[src/sv/bmf_pkg.sv]
`default_nettype none
package bmf_pkg;

   localparam int LIST_MAX      = 128;
   localparam int ALPHABET_SIZE = 256;

   localparam int SYM_W      = 8;
   localparam int MODE_CNT_W = 8;
   localparam int ADDR_W     = $clog2(ALPHABET_SIZE);
   localparam int CNT_W      = $clog2(LIST_MAX + 1);

   localparam logic [CNT_W-1:0] CNT_MAX = CNT_W'(LIST_MAX);

   typedef logic [ADDR_W-1:0] addr_type;
   typedef logic [CNT_W-1:0]  cnt_type;

endpackage
`default_nettype wire

[src/sv/bmf_ram.sv]
`default_nettype none
module bmf_ram #(
   parameter int WIDTH = 8,
   parameter int DEPTH = 256
) (
   input  wire logic                     clock,
   input  wire logic                     wr_en,
   input  wire logic [$clog2(DEPTH)-1:0] wr_addr,
   input  wire logic [WIDTH-1:0]         wr_data,
   input  wire logic                     rd_en,
   input  wire logic [$clog2(DEPTH)-1:0] rd_addr,
   output logic      [WIDTH-1:0]         rd_data
);

   logic [WIDTH-1:0] mem [DEPTH];

   always_ff @(posedge clock) begin
      if (wr_en) begin
         mem[wr_addr] <= wr_data;
      end
      if (rd_en) begin
         rd_data <= mem[rd_addr];
      end
   end

endmodule
`default_nettype wire

[src/sv/byte_mode_finder.sv]
`default_nettype none
// Streaming mode finder over a list of byte symbols. One request is taken
// per cycle; the per-symbol count store is a registered RAM read at accept
// time and written back as the request leaves the s1 stage, with the last
// written entry forwarded so repeated symbols run back to back. The last
// request of a list passes through the s1 register into the response
// register. Counts saturate at LIST_MAX. A per-entry valid bit clears the
// whole count store in the cycle after a list ends, so the next list may
// start immediately. The request side stalls only while a finished response
// waits and the next last request needs the output register.
module byte_mode_finder (
   input  wire logic        clock,
   input  wire logic        reset,
   input  wire logic        req_tvalid,
   output logic             req_tready,
   input  wire logic [7:0]  req_tdata,   // [7:0] symbol
   input  wire logic        req_tlast,   // is_last
   output logic             rsp_tvalid,
   input  wire logic        rsp_tready,
   output logic      [15:0] rsp_tdata,   // [7:0] mode_symbol, [15:8] mode_count
   output logic             rsp_tuser    // mode_unique
);

   logic                                   req_acc;
   logic                                   s1_adv;
   logic                                   out_free;

   logic                                   s1_vld_ff, s1_vld_in;
   bmf_pkg::addr_type                      s1_sym_ff, s1_sym_in;
   logic                                   s1_last_ff, s1_last_in;

   logic                                   fwd_vld_ff, fwd_vld_in;
   bmf_pkg::addr_type                      fwd_sym_ff, fwd_sym_in;
   bmf_pkg::cnt_type                       fwd_cnt_ff, fwd_cnt_in;

   logic [bmf_pkg::ALPHABET_SIZE-1:0]      cnt_vld_ff, cnt_vld_in;

   bmf_pkg::cnt_type                       best_cnt_ff, best_cnt_in;
   bmf_pkg::addr_type                      best_sym_ff, best_sym_in;
   logic                                   tie_free_ff, tie_free_in;

   logic                                   rsp_vld_ff, rsp_vld_in;
   logic [bmf_pkg::SYM_W-1:0]              rsp_sym_ff, rsp_sym_in;
   logic [bmf_pkg::MODE_CNT_W-1:0]         rsp_cnt_ff, rsp_cnt_in;
   logic                                   rsp_uniq_ff, rsp_uniq_in;

   bmf_pkg::cnt_type                       ram_rdata;
   bmf_pkg::cnt_type                       base_cnt;
   bmf_pkg::cnt_type                       new_cnt;
   bmf_pkg::cnt_type                       upd_cnt;
   bmf_pkg::addr_type                      upd_sym;
   logic                                   upd_tie_free;

   assign out_free   = !rsp_vld_ff || rsp_tready;
   assign s1_adv     = s1_vld_ff && (!s1_last_ff || out_free);
   assign req_tready = !s1_vld_ff || s1_adv;
   assign req_acc    = req_tvalid && req_tready;

   bmf_ram #(
      .WIDTH (bmf_pkg::CNT_W),
      .DEPTH (bmf_pkg::ALPHABET_SIZE)
   ) u_cnt_ram (
      .clock   (clock),
      .wr_en   (s1_adv),
      .wr_addr (s1_sym_ff),
      .wr_data (new_cnt),
      .rd_en   (req_acc),
      .rd_addr (req_tdata[bmf_pkg::ADDR_W-1:0]),
      .rd_data (ram_rdata)
   );

   // count lookup with forwarding of the most recent write-back
   always_comb begin
      priority if (fwd_vld_ff && (fwd_sym_ff == s1_sym_ff)) begin
         base_cnt = fwd_cnt_ff;
      end else if (cnt_vld_ff[s1_sym_ff]) begin
         base_cnt = ram_rdata;
      end else begin
         base_cnt = '0;
      end
      new_cnt = (base_cnt < bmf_pkg::CNT_MAX) ? base_cnt + 1'b1 : base_cnt;
   end

   // running best and tie tracking
   always_comb begin
      upd_cnt      = best_cnt_ff;
      upd_sym      = best_sym_ff;
      upd_tie_free = tie_free_ff;
      priority if (new_cnt > best_cnt_ff) begin
         upd_cnt      = new_cnt;
         upd_sym      = s1_sym_ff;
         upd_tie_free = 1'b1;
      end else if ((new_cnt == best_cnt_ff) && (s1_sym_ff != best_sym_ff)) begin
         upd_tie_free = 1'b0;
      end else begin
         upd_tie_free = tie_free_ff;
      end
   end

   always_comb begin
      s1_vld_in   = s1_vld_ff;
      s1_sym_in   = s1_sym_ff;
      s1_last_in  = s1_last_ff;
      fwd_vld_in  = fwd_vld_ff;
      fwd_sym_in  = fwd_sym_ff;
      fwd_cnt_in  = fwd_cnt_ff;
      cnt_vld_in  = cnt_vld_ff;
      best_cnt_in = best_cnt_ff;
      best_sym_in = best_sym_ff;
      tie_free_in = tie_free_ff;
      rsp_vld_in  = rsp_vld_ff;
      rsp_sym_in  = rsp_sym_ff;
      rsp_cnt_in  = rsp_cnt_ff;
      rsp_uniq_in = rsp_uniq_ff;

      if (rsp_vld_ff && rsp_tready) begin
         rsp_vld_in = 1'b0;
      end

      if (s1_adv) begin
         s1_vld_in = 1'b0;
         if (s1_last_ff) begin
            fwd_vld_in  = 1'b0;
            cnt_vld_in  = '0;
            best_cnt_in = '0;
            best_sym_in = '0;
            tie_free_in = 1'b1;
            rsp_vld_in  = 1'b1;
            rsp_sym_in  = bmf_pkg::SYM_W'(upd_sym);
            rsp_cnt_in  = bmf_pkg::MODE_CNT_W'(upd_cnt);
            rsp_uniq_in = upd_tie_free;
         end else begin
            fwd_vld_in             = 1'b1;
            fwd_sym_in             = s1_sym_ff;
            fwd_cnt_in             = new_cnt;
            cnt_vld_in[s1_sym_ff]  = 1'b1;
            best_cnt_in            = upd_cnt;
            best_sym_in            = upd_sym;
            tie_free_in            = upd_tie_free;
         end
      end

      if (req_acc) begin
         s1_vld_in  = 1'b1;
         s1_sym_in  = req_tdata[bmf_pkg::ADDR_W-1:0];
         s1_last_in = req_tlast;
      end
   end

   always_ff @(posedge clock) begin
      if (reset) begin
         s1_vld_ff   <= 1'b0;
         s1_last_ff  <= 1'b0;
         fwd_vld_ff  <= 1'b0;
         cnt_vld_ff  <= '0;
         best_cnt_ff <= '0;
         best_sym_ff <= '0;
         tie_free_ff <= 1'b1;
         rsp_vld_ff  <= 1'b0;
      end else begin
         s1_vld_ff   <= s1_vld_in;
         s1_last_ff  <= s1_last_in;
         fwd_vld_ff  <= fwd_vld_in;
         cnt_vld_ff  <= cnt_vld_in;
         best_cnt_ff <= best_cnt_in;
         best_sym_ff <= best_sym_in;
         tie_free_ff <= tie_free_in;
         rsp_vld_ff  <= rsp_vld_in;
      end
      s1_sym_ff   <= s1_sym_in;
      fwd_sym_ff  <= fwd_sym_in;
      fwd_cnt_ff  <= fwd_cnt_in;
      rsp_sym_ff  <= rsp_sym_in;
      rsp_cnt_ff  <= rsp_cnt_in;
      rsp_uniq_ff <= rsp_uniq_in;
   end

   assign rsp_tvalid = rsp_vld_ff;
   assign rsp_tdata  = {rsp_cnt_ff, rsp_sym_ff};
   assign rsp_tuser  = rsp_uniq_ff;

`ifndef SYNTH
   a_rsp_cnt_nonzero: assert property (@(posedge clock) disable iff (reset)
      rsp_vld_ff |-> (rsp_cnt_ff != '0))
      else $error("response with zero mode count");

   a_rsp_cnt_bound: assert property (@(posedge clock) disable iff (reset)
      rsp_vld_ff |-> (rsp_cnt_ff <= bmf_pkg::MODE_CNT_W'(bmf_pkg::LIST_MAX)))
      else $error("mode count above list bound");

   a_list_clear: assert property (@(posedge clock) disable iff (reset)
      (s1_adv && s1_last_ff) |=> (!fwd_vld_ff && (cnt_vld_ff == '0) && tie_free_ff
                                  && (best_cnt_ff == '0)))
      else $error("count store not cleared after list end");

   a_stall_cause: assert property (@(posedge clock) disable iff (reset)
      !req_tready |-> (s1_vld_ff && s1_last_ff && rsp_vld_ff && !rsp_tready))
      else $error("request stall without a blocked response");
`endif

endmodule
`default_nettype wire
[config.mk]
export PLATFORM = sky130hd
export DESIGN_NAME = byte_mode_finder
export DESIGN_NICKNAME = d
export VERILOG_FILES = /design/src/sv/bmf_pkg.sv /design/src/sv/bmf_ram.sv /design/src/sv/byte_mode_finder.sv
export SDC_FILE = /design/constraint.sdc
export NUM_CORES = 2
export LEC_CHECK = 0
export BUFFER_PORTS_ARGS = -buffer_cell sky130_fd_sc_hd__buf_2
export CAP_MARGIN = 5
export CORE_MARGIN = 3
export CORE_UTILIZATION = 25
export DETAILED_ROUTE_END_ITERATION = 7
export GPL_TIMING_DRIVEN = 1
export SLEW_MARGIN = 5
export SYNTH_ARGS = -nofsm -noshare
export SYNTH_HDL_FRONTEND = slang
export SYNTH_SLANG_ARGS = --single-unit
[constraint.sdc]
create_clock -name clock -period 17.4 [get_ports clock]
set_clock_uncertainty 0.2 [all_clocks]
set_input_delay 0.87 -clock clock [delete_from_list [all_inputs] [get_ports clock]]
set_output_delay 0.87 -clock clock [all_outputs]
set_load 0.01 [all_outputs]
---- Yosys cells after proc, flatten, opt, wreduce, memory -nomap -nowiden ----
Memory sizes are Yosys's and may differ from the RTL's. A register that Yosys moved wholly into a read port is not among the register bits.
Index checks and enable logic that the tools add are counted.
storage, ports and cells
  bits in registers ....................... 318
  RAM bits ................................ 2048
  output and inout bits ................... 19
  memories kept ........................... 1
operators by class
  $add $sub $neg .......................... 1
  order comparisons ....................... 4
  eq/ne operators ......................... 3
  mux-type cells .......................... 23
  bitwise logic cells ..................... 2
  reductions and logical operators ........ 15
memory list
  name           depth  bits a word  read ports  clocked after memory_dff  wr ports  line           source
  u_cnt_ram.mem  256    8            1           1                         1         bmf_ram.sv:15  logic [WIDTH-1:0] mem [DEPTH];
operators by type and width
  cell                   count
  $mux W256              1
  $or A256 B256 Y256     1
  $mux W8                7
  $eq A8 B8 Y1           2
  $mux W1                13
  $lt A8 B9 Y1 const B   1
  $add A8 B1 Y8 const B  1
  $bmux W1 S8            1
  $demux W1 S8           1
  $ge A8 B1 Y1 const B   1
  $gt A8 B8 Y1           1
  $lt A8 B8 Y1 const B   1
  $ne A8 B8 Y1           1
  $logic_and A1 B1 Y1    6
  $reduce_and A2 Y1      2
  $logic_not A1 Y1       3
  $logic_or A1 B1 Y1     3
  $reduce_bool A2 Y1     1
  $not A1 Y1             1

---- Longest topological paths before layout ----
  word-level depth ........................ 11
  gate-level depth with buffers ........... 31
  mapped depth without buffers ............ 25

---- Modules after synthesis ----
A second synthesis with hierarchy kept.
second synthesis, totals
  cells, all modules ...................... 5142
  area, all modules ....................... 92971.7 sq um
by module, submodules not included
  module            times used  cells an instance  area each (sq um)  seq. area each (sq um)
  bmf_ram           1           3733               79636.4            61739.2
  byte_mode_finder  1           1409               13335.3            6776.5

---- Worst setup path after synthesis ----
Ideal clock, no wire load.
  path type ............................... reg2reg
  start ................................... register s1_sym_ff[1]
  end ..................................... register best_sym_ff[6]
  setup time .............................. 128 ps
  arrival time ............................ 12832 ps
  slack ................................... 4240 ps
  cell stages (with the launch flop) ...... 20
  cell sequence ........................... edfxtp_1 > buf_6 > buf_2 > mux4_2 > mux4_2 > o22ai_1 > nor3_1 > nor2_1 > nand3_1 > a21oi_1 > a221oi_2 > xnor2_1 > ha_1 > nand4_1 > nor2_1 > a211oi_1 > clkbuf_1 > mux2_2 > a22oi_1 > nor2_1
on the way
  longest elaborated chain between the ends .. 9
  elaborated cells on any way between the ends .. 12
  those cells by class .................... add/sub (1); order compare (2); eq/ne (1); mux (7); reduce/logical (1)
ends and longest elaborated chain
  what                                                  line                     source
  start, declared                                       byte_mode_finder.sv:29   bmf_pkg::addr_type s1_sym_ff, s1_sym_in;
  start signal, assigned                                byte_mode_finder.sv:170  s1_sym_ff <= s1_sym_in;
  $bmux W1 S8                                           byte_mode_finder.sv:76   end else if (cnt_vld_ff[s1_sym_ff]) begin
  $mux W1 (implied by the code)                         byte_mode_finder.sv:76
  $mux W8                                               byte_mode_finder.sv:76
  $mux W8 *                                             byte_mode_finder.sv:74   priority if (fwd_vld_ff && (fwd_sym_ff == s1_sym_ff)) begin
  $add A8 B1 Y8 / $lt A8 B8 Y1 (equally long branches)  byte_mode_finder.sv:81   new_cnt = (base_cnt < bmf_pkg::CNT_MAX) ? base_cnt + 1'b1 : base_cnt;
  $mux W8 *                                             byte_mode_finder.sv:81
  named net new_cnt[3]                                  byte_mode_finder.sv:49   bmf_pkg::cnt_type new_cnt;
  $gt A8 B8 Y1 *                                        byte_mode_finder.sv:89   priority if (new_cnt > best_cnt_ff) begin
  $mux W8 *                                             byte_mode_finder.sv:89
  named net upd_sym[6]                                  byte_mode_finder.sv:51   bmf_pkg::addr_type upd_sym;
  $mux W8 *                                             byte_mode_finder.sv:122  if (s1_last_ff) begin
  end signal, assigned                                  byte_mode_finder.sv:166  best_sym_ff <= best_sym_in;
  end, declared                                         byte_mode_finder.sv:39   bmf_pkg::addr_type best_sym_ff, best_sym_in;
The timed path passes the listed nets; every way through them passes the cells marked *. The select of a mux whose other input is x is not followed.
A chain may end at the register's enable or synchronous reset.

---- Worst setup path after layout ----
  start ................................... register s1_sym_ff[1]
  end ..................................... register tie_free_ff
on the way
  longest elaborated chain between the ends .. 11
  elaborated cells on any way between the ends .. 16
  those cells by class .................... add/sub (1); order compare (2); eq/ne (3); mux (8); reduce/logical (2)
ends and longest elaborated chain
  what                                                                  line                     source
  $bmux W1 S8                                                           byte_mode_finder.sv:76
  $mux W1 (implied by the code)                                         byte_mode_finder.sv:76
  $mux W8                                                               byte_mode_finder.sv:76
  $mux W8 *                                                             byte_mode_finder.sv:74
  $add A8 B1 Y8 / $lt A8 B8 Y1 (equally long branches)                  byte_mode_finder.sv:81
  $mux W8 *                                                             byte_mode_finder.sv:81
  named net new_cnt[2]                                                  byte_mode_finder.sv:49
  parallel branches: the longest is 3 deep, another holds $gt A8 B8 Y1  --
  $mux W1 *                                                             byte_mode_finder.sv:89
  $mux W1 *                                                             byte_mode_finder.sv:122
  end signal, assigned                                                  byte_mode_finder.sv:167  tie_free_ff <= tie_free_in;
  end, declared                                                         byte_mode_finder.sv:40   logic tie_free_ff, tie_free_in;
Mark *: on every way through the listed nets, which the timed path passes. The select of a mux whose other input is x is not followed.

==> flow_summary.ini <==
[logic_synthesis]
synthTopCellsByArea = edfxtp_1, mux4_2, dfxtp_1
syn_inst = 4269
synth-seq-cells = 2374
syn_area_sq_um = 91300
synth_top_area_share_pct = 68.9
synth_cell_type_count = 56
synthArstFlopShare_pct = 0
syn-num-nets = 4291
synth_top_area_cell = edfxtp_1
synth-main-ff-cell = edfxtp_1
synth_enable_flop_cells = 2097
synth-warning-count = 0
syn_avg_cell_area_sq_um = 21.4
synth_seq_area_share_pct = 75.0

[pwr]
leakage_nw = 32.8
power_density_nw_per_um2 = 116
peakVddDrop_mv = 0.104

[clock_network]
cts-resized-gates = 0
cts_tree = yes
clk_pin_slew_ps = 60
htree_num_levels = 4
clock_path_buffers = 3
clock_latency_ps = 860
cts_num_sinks = 2374
postCtsHoldBufs = 1
numCtsBuffers = 235
cts_setup_buffers = 0
cts_root_buffer = clkbuf_16

[place]
gp_congestion = 0.854
io_buffer_count = 31
dp.cells = 9027
post-dp-hpwl_um = 137000

[route]
drtAntennaViolNets = 0
detail_route.first_pass.iterations = 6
drtIter0Drc = 4719
vias_per_cell = 4.61
num_vias = 43600
drcViolationCount = 0
wl_per_cell_um = 23.6
wl_um = 223000

[timing]
tightest_slew_ps = 1460
finalSetupTns_ps = 0
setup_viol = 0
slew_viol_final = 0
finalHoldViolCount = 0
maxSlewHeadroom_pct = 2.22
finalCritPeriodShare_pct = 50.0
rsz0062_at_grt = false
min_period_ps = 8690
max_freq_mhz = 115

[run]
maxCapViolCount = 0

[global_routing]
grt_usage_pct = 11.7
grt-ovfl-total = 0
grt_start_max_net_pins = 258
grt_pass1_wl_um = 324000
grt_antenna_before_repair = 6
grt_pass1_vias = 44300

[floorplanning]
die_h_um = 610
top_level_ports = 32
rows = 221
die_w_um = 610
core_sq_um = 363000
initial_core_util_pct = 25.2
die_area_sq_um = 373000

[hold_path]
hold_path_class = in -> reg

[final_layout]
drive_gt1_share_pct = 27.6
area_delta_synth_final_pct = 15.8
final_nets = 4493
nFillCells = 35000
final_cells = 9470

[worst_setup_path]
cp.required_ps = 17940
critPathKind = reg -> reg
crit_path_end_kind = flip-flop
worstPathArrival_ps = 9230
path_max_fanout = 173
startpoint_type = flip-flop

[status]
status = finished clean
-- worst paths after layout --
path | from | endpoint | slack, ps | cells past startpoint
setup reg to reg | s1_sym_ff[1] | tie_free_ff | 8710 | 26
hold / removal | req_tlast | s1_last_ff | 140 | 3
setup / recovery | s1_sym_ff[1] | tie_free_ff | 8710 | 26
hold reg to reg | cnt_vld_ff[176] | cnt_vld_ff[176] | 260 | 1
-- cell usage after synthesis, drive strengths merged (2+ instances only) --
master	n
ha	9
and2	8
clkbuf	168
xor2	3
a22oi	44
a211oi	3
xnor2	18
nor2	288
or4	2
o221ai	2
mux2i	81
and3	5
mux2	15
buf	84
o21ai	14
nor3	7
a22o	7
o21a	264
nand2b	5
or4b	2
a31oi	2
nand2	48
nor2b	13
a21o	4
a221oi	2
mux4	708
nand4	7
a21oi	14
nand3	29
edfxtp	2097
a211o	2
dfxtp	277
o211ai	3
o22ai	7
inv	14
or3	2
-- cells in the final DEF (no fill, tap or decap), drive strengths merged, types with 4 or more instances in the layout --
| master | instances |
|---|---|
| clkbuf | 304 |
| a22o | 7 |
| o21a | 264 |
| nand2 | 48 |
| and3 | 5 |
| ha | 9 |
| mux2i | 81 |
| and2 | 8 |
| mux2 | 15 |
| clkinvlp | 4 |
| mux4 | 708 |
| nand4 | 7 |
| xnor2 | 18 |
| buf | 216 |
| a22oi | 44 |
| nand3 | 29 |
| bufinv | 20 |
| nor2 | 288 |
| a21oi | 14 |
| o21ai | 14 |
| o22ai | 7 |
| edfxtp | 2097 |
| a21o | 4 |
| clkinv | 104 |
| nand2b | 5 |
| nor3 | 7 |
| inv | 23 |
| nor2b | 13 |
| dfxtp | 277 |
-- registers in the layout, summed over array words and instances (netlist names) --
name	cells
best_cnt_ff	8
best_sym_ff	8
cnt_vld_ff	256
fwd_cnt_ff	8
fwd_sym_ff	8
fwd_vld_ff	1
rsp_cnt_ff	8
rsp_sym_ff	8
rsp_tuser	1
rsp_tvalid	1
s1_last_ff	1
s1_sym_ff	8
s1_vld_ff	1
tie_free_ff	1
u_cnt_ram.mem	2048
u_cnt_ram.rd_data	8
-- power by group --
| part | switching, mW | total [mW] | internal (mW) |
|---|---|---|---|
| Clock | 2.12 | 4.98 | 2.86 |
| Combinational | 0.590 | 0.856 | 0.266 |
| Sequential | 0.0138 | 6.45 | 6.44 |
-- worst max-delay path: stages, from the launching register on --
cell	delay (ps)
edfxtp_1	1040
buf_4	820
mux4_2	610
mux4_2	500
o22ai_1	250
nor3_1	90
nor2_1	100
nand3_1	240
a22o_1	360
a22oi_1	430
inv_1	110
ha_1	210
o21ai_0	190
o22ai_1	160
o21a_1	290
inv_8	640
ha_1	400
o21a_1	110
o21a_1	180
o21a_1	170
o21a_1	170
o21ai_0	260
a211oi_2	110
buf_4	220
o21ai_0	220
a21oi_1	90
or2_2	280
-- layout make-up --
type | instances | area (sq um) | share of cell area (%)
inverters | 14 | 67.6 | 0.0639
flip-flops and latches | 2374 | 68500 | 64.8
multi-input cells | 1629 | 21900 | 20.7
clock inverters | 137 | 1260 | 1.19
repair buffers | 217 | 1690 | 1.60
well taps | 4794 | 6000 | 5.67
clock buffers | 304 | 6350 | 6.00
diodes | 1 | 2.50 | 0.00237
-- kinds of logic after synthesis --
group / share of synthesized area (%)
flops: 75.0
mux: 18.6
simple gates: 1.91
compound gates: 3.06
buf+inv: 1.14
xor+xnor: 0.201
fa+ha+maj: 0.123
-- stage by stage --
step                      power (mW)  instance area (sq um)  util (%)  hold WS, ps  setup slack (ps)
final                           12.3                 106000      29.1          144              8710
after global routing            12.7                 106000      29.1          116              8210
after CTS                       12.4                 106000      29.1         65.9              8780
after detailed placement        7.43                  98200      27.0          247              8790
after global placement          7.40                  98200      27.0          238              8900
after floorplan                 7.17                  91300         -          221              4240
-- layer usage --
metal,vias up,wire length [um],global-route usage [%]
met1,23600,95000,16.0
li1,18200,-,-
met4,0,4500,2.67
met2,1513,110000,19.4
met5,-,0,0
met3,289,14000,2.07
Note: power is estimated with default switching activity, not from simulation.
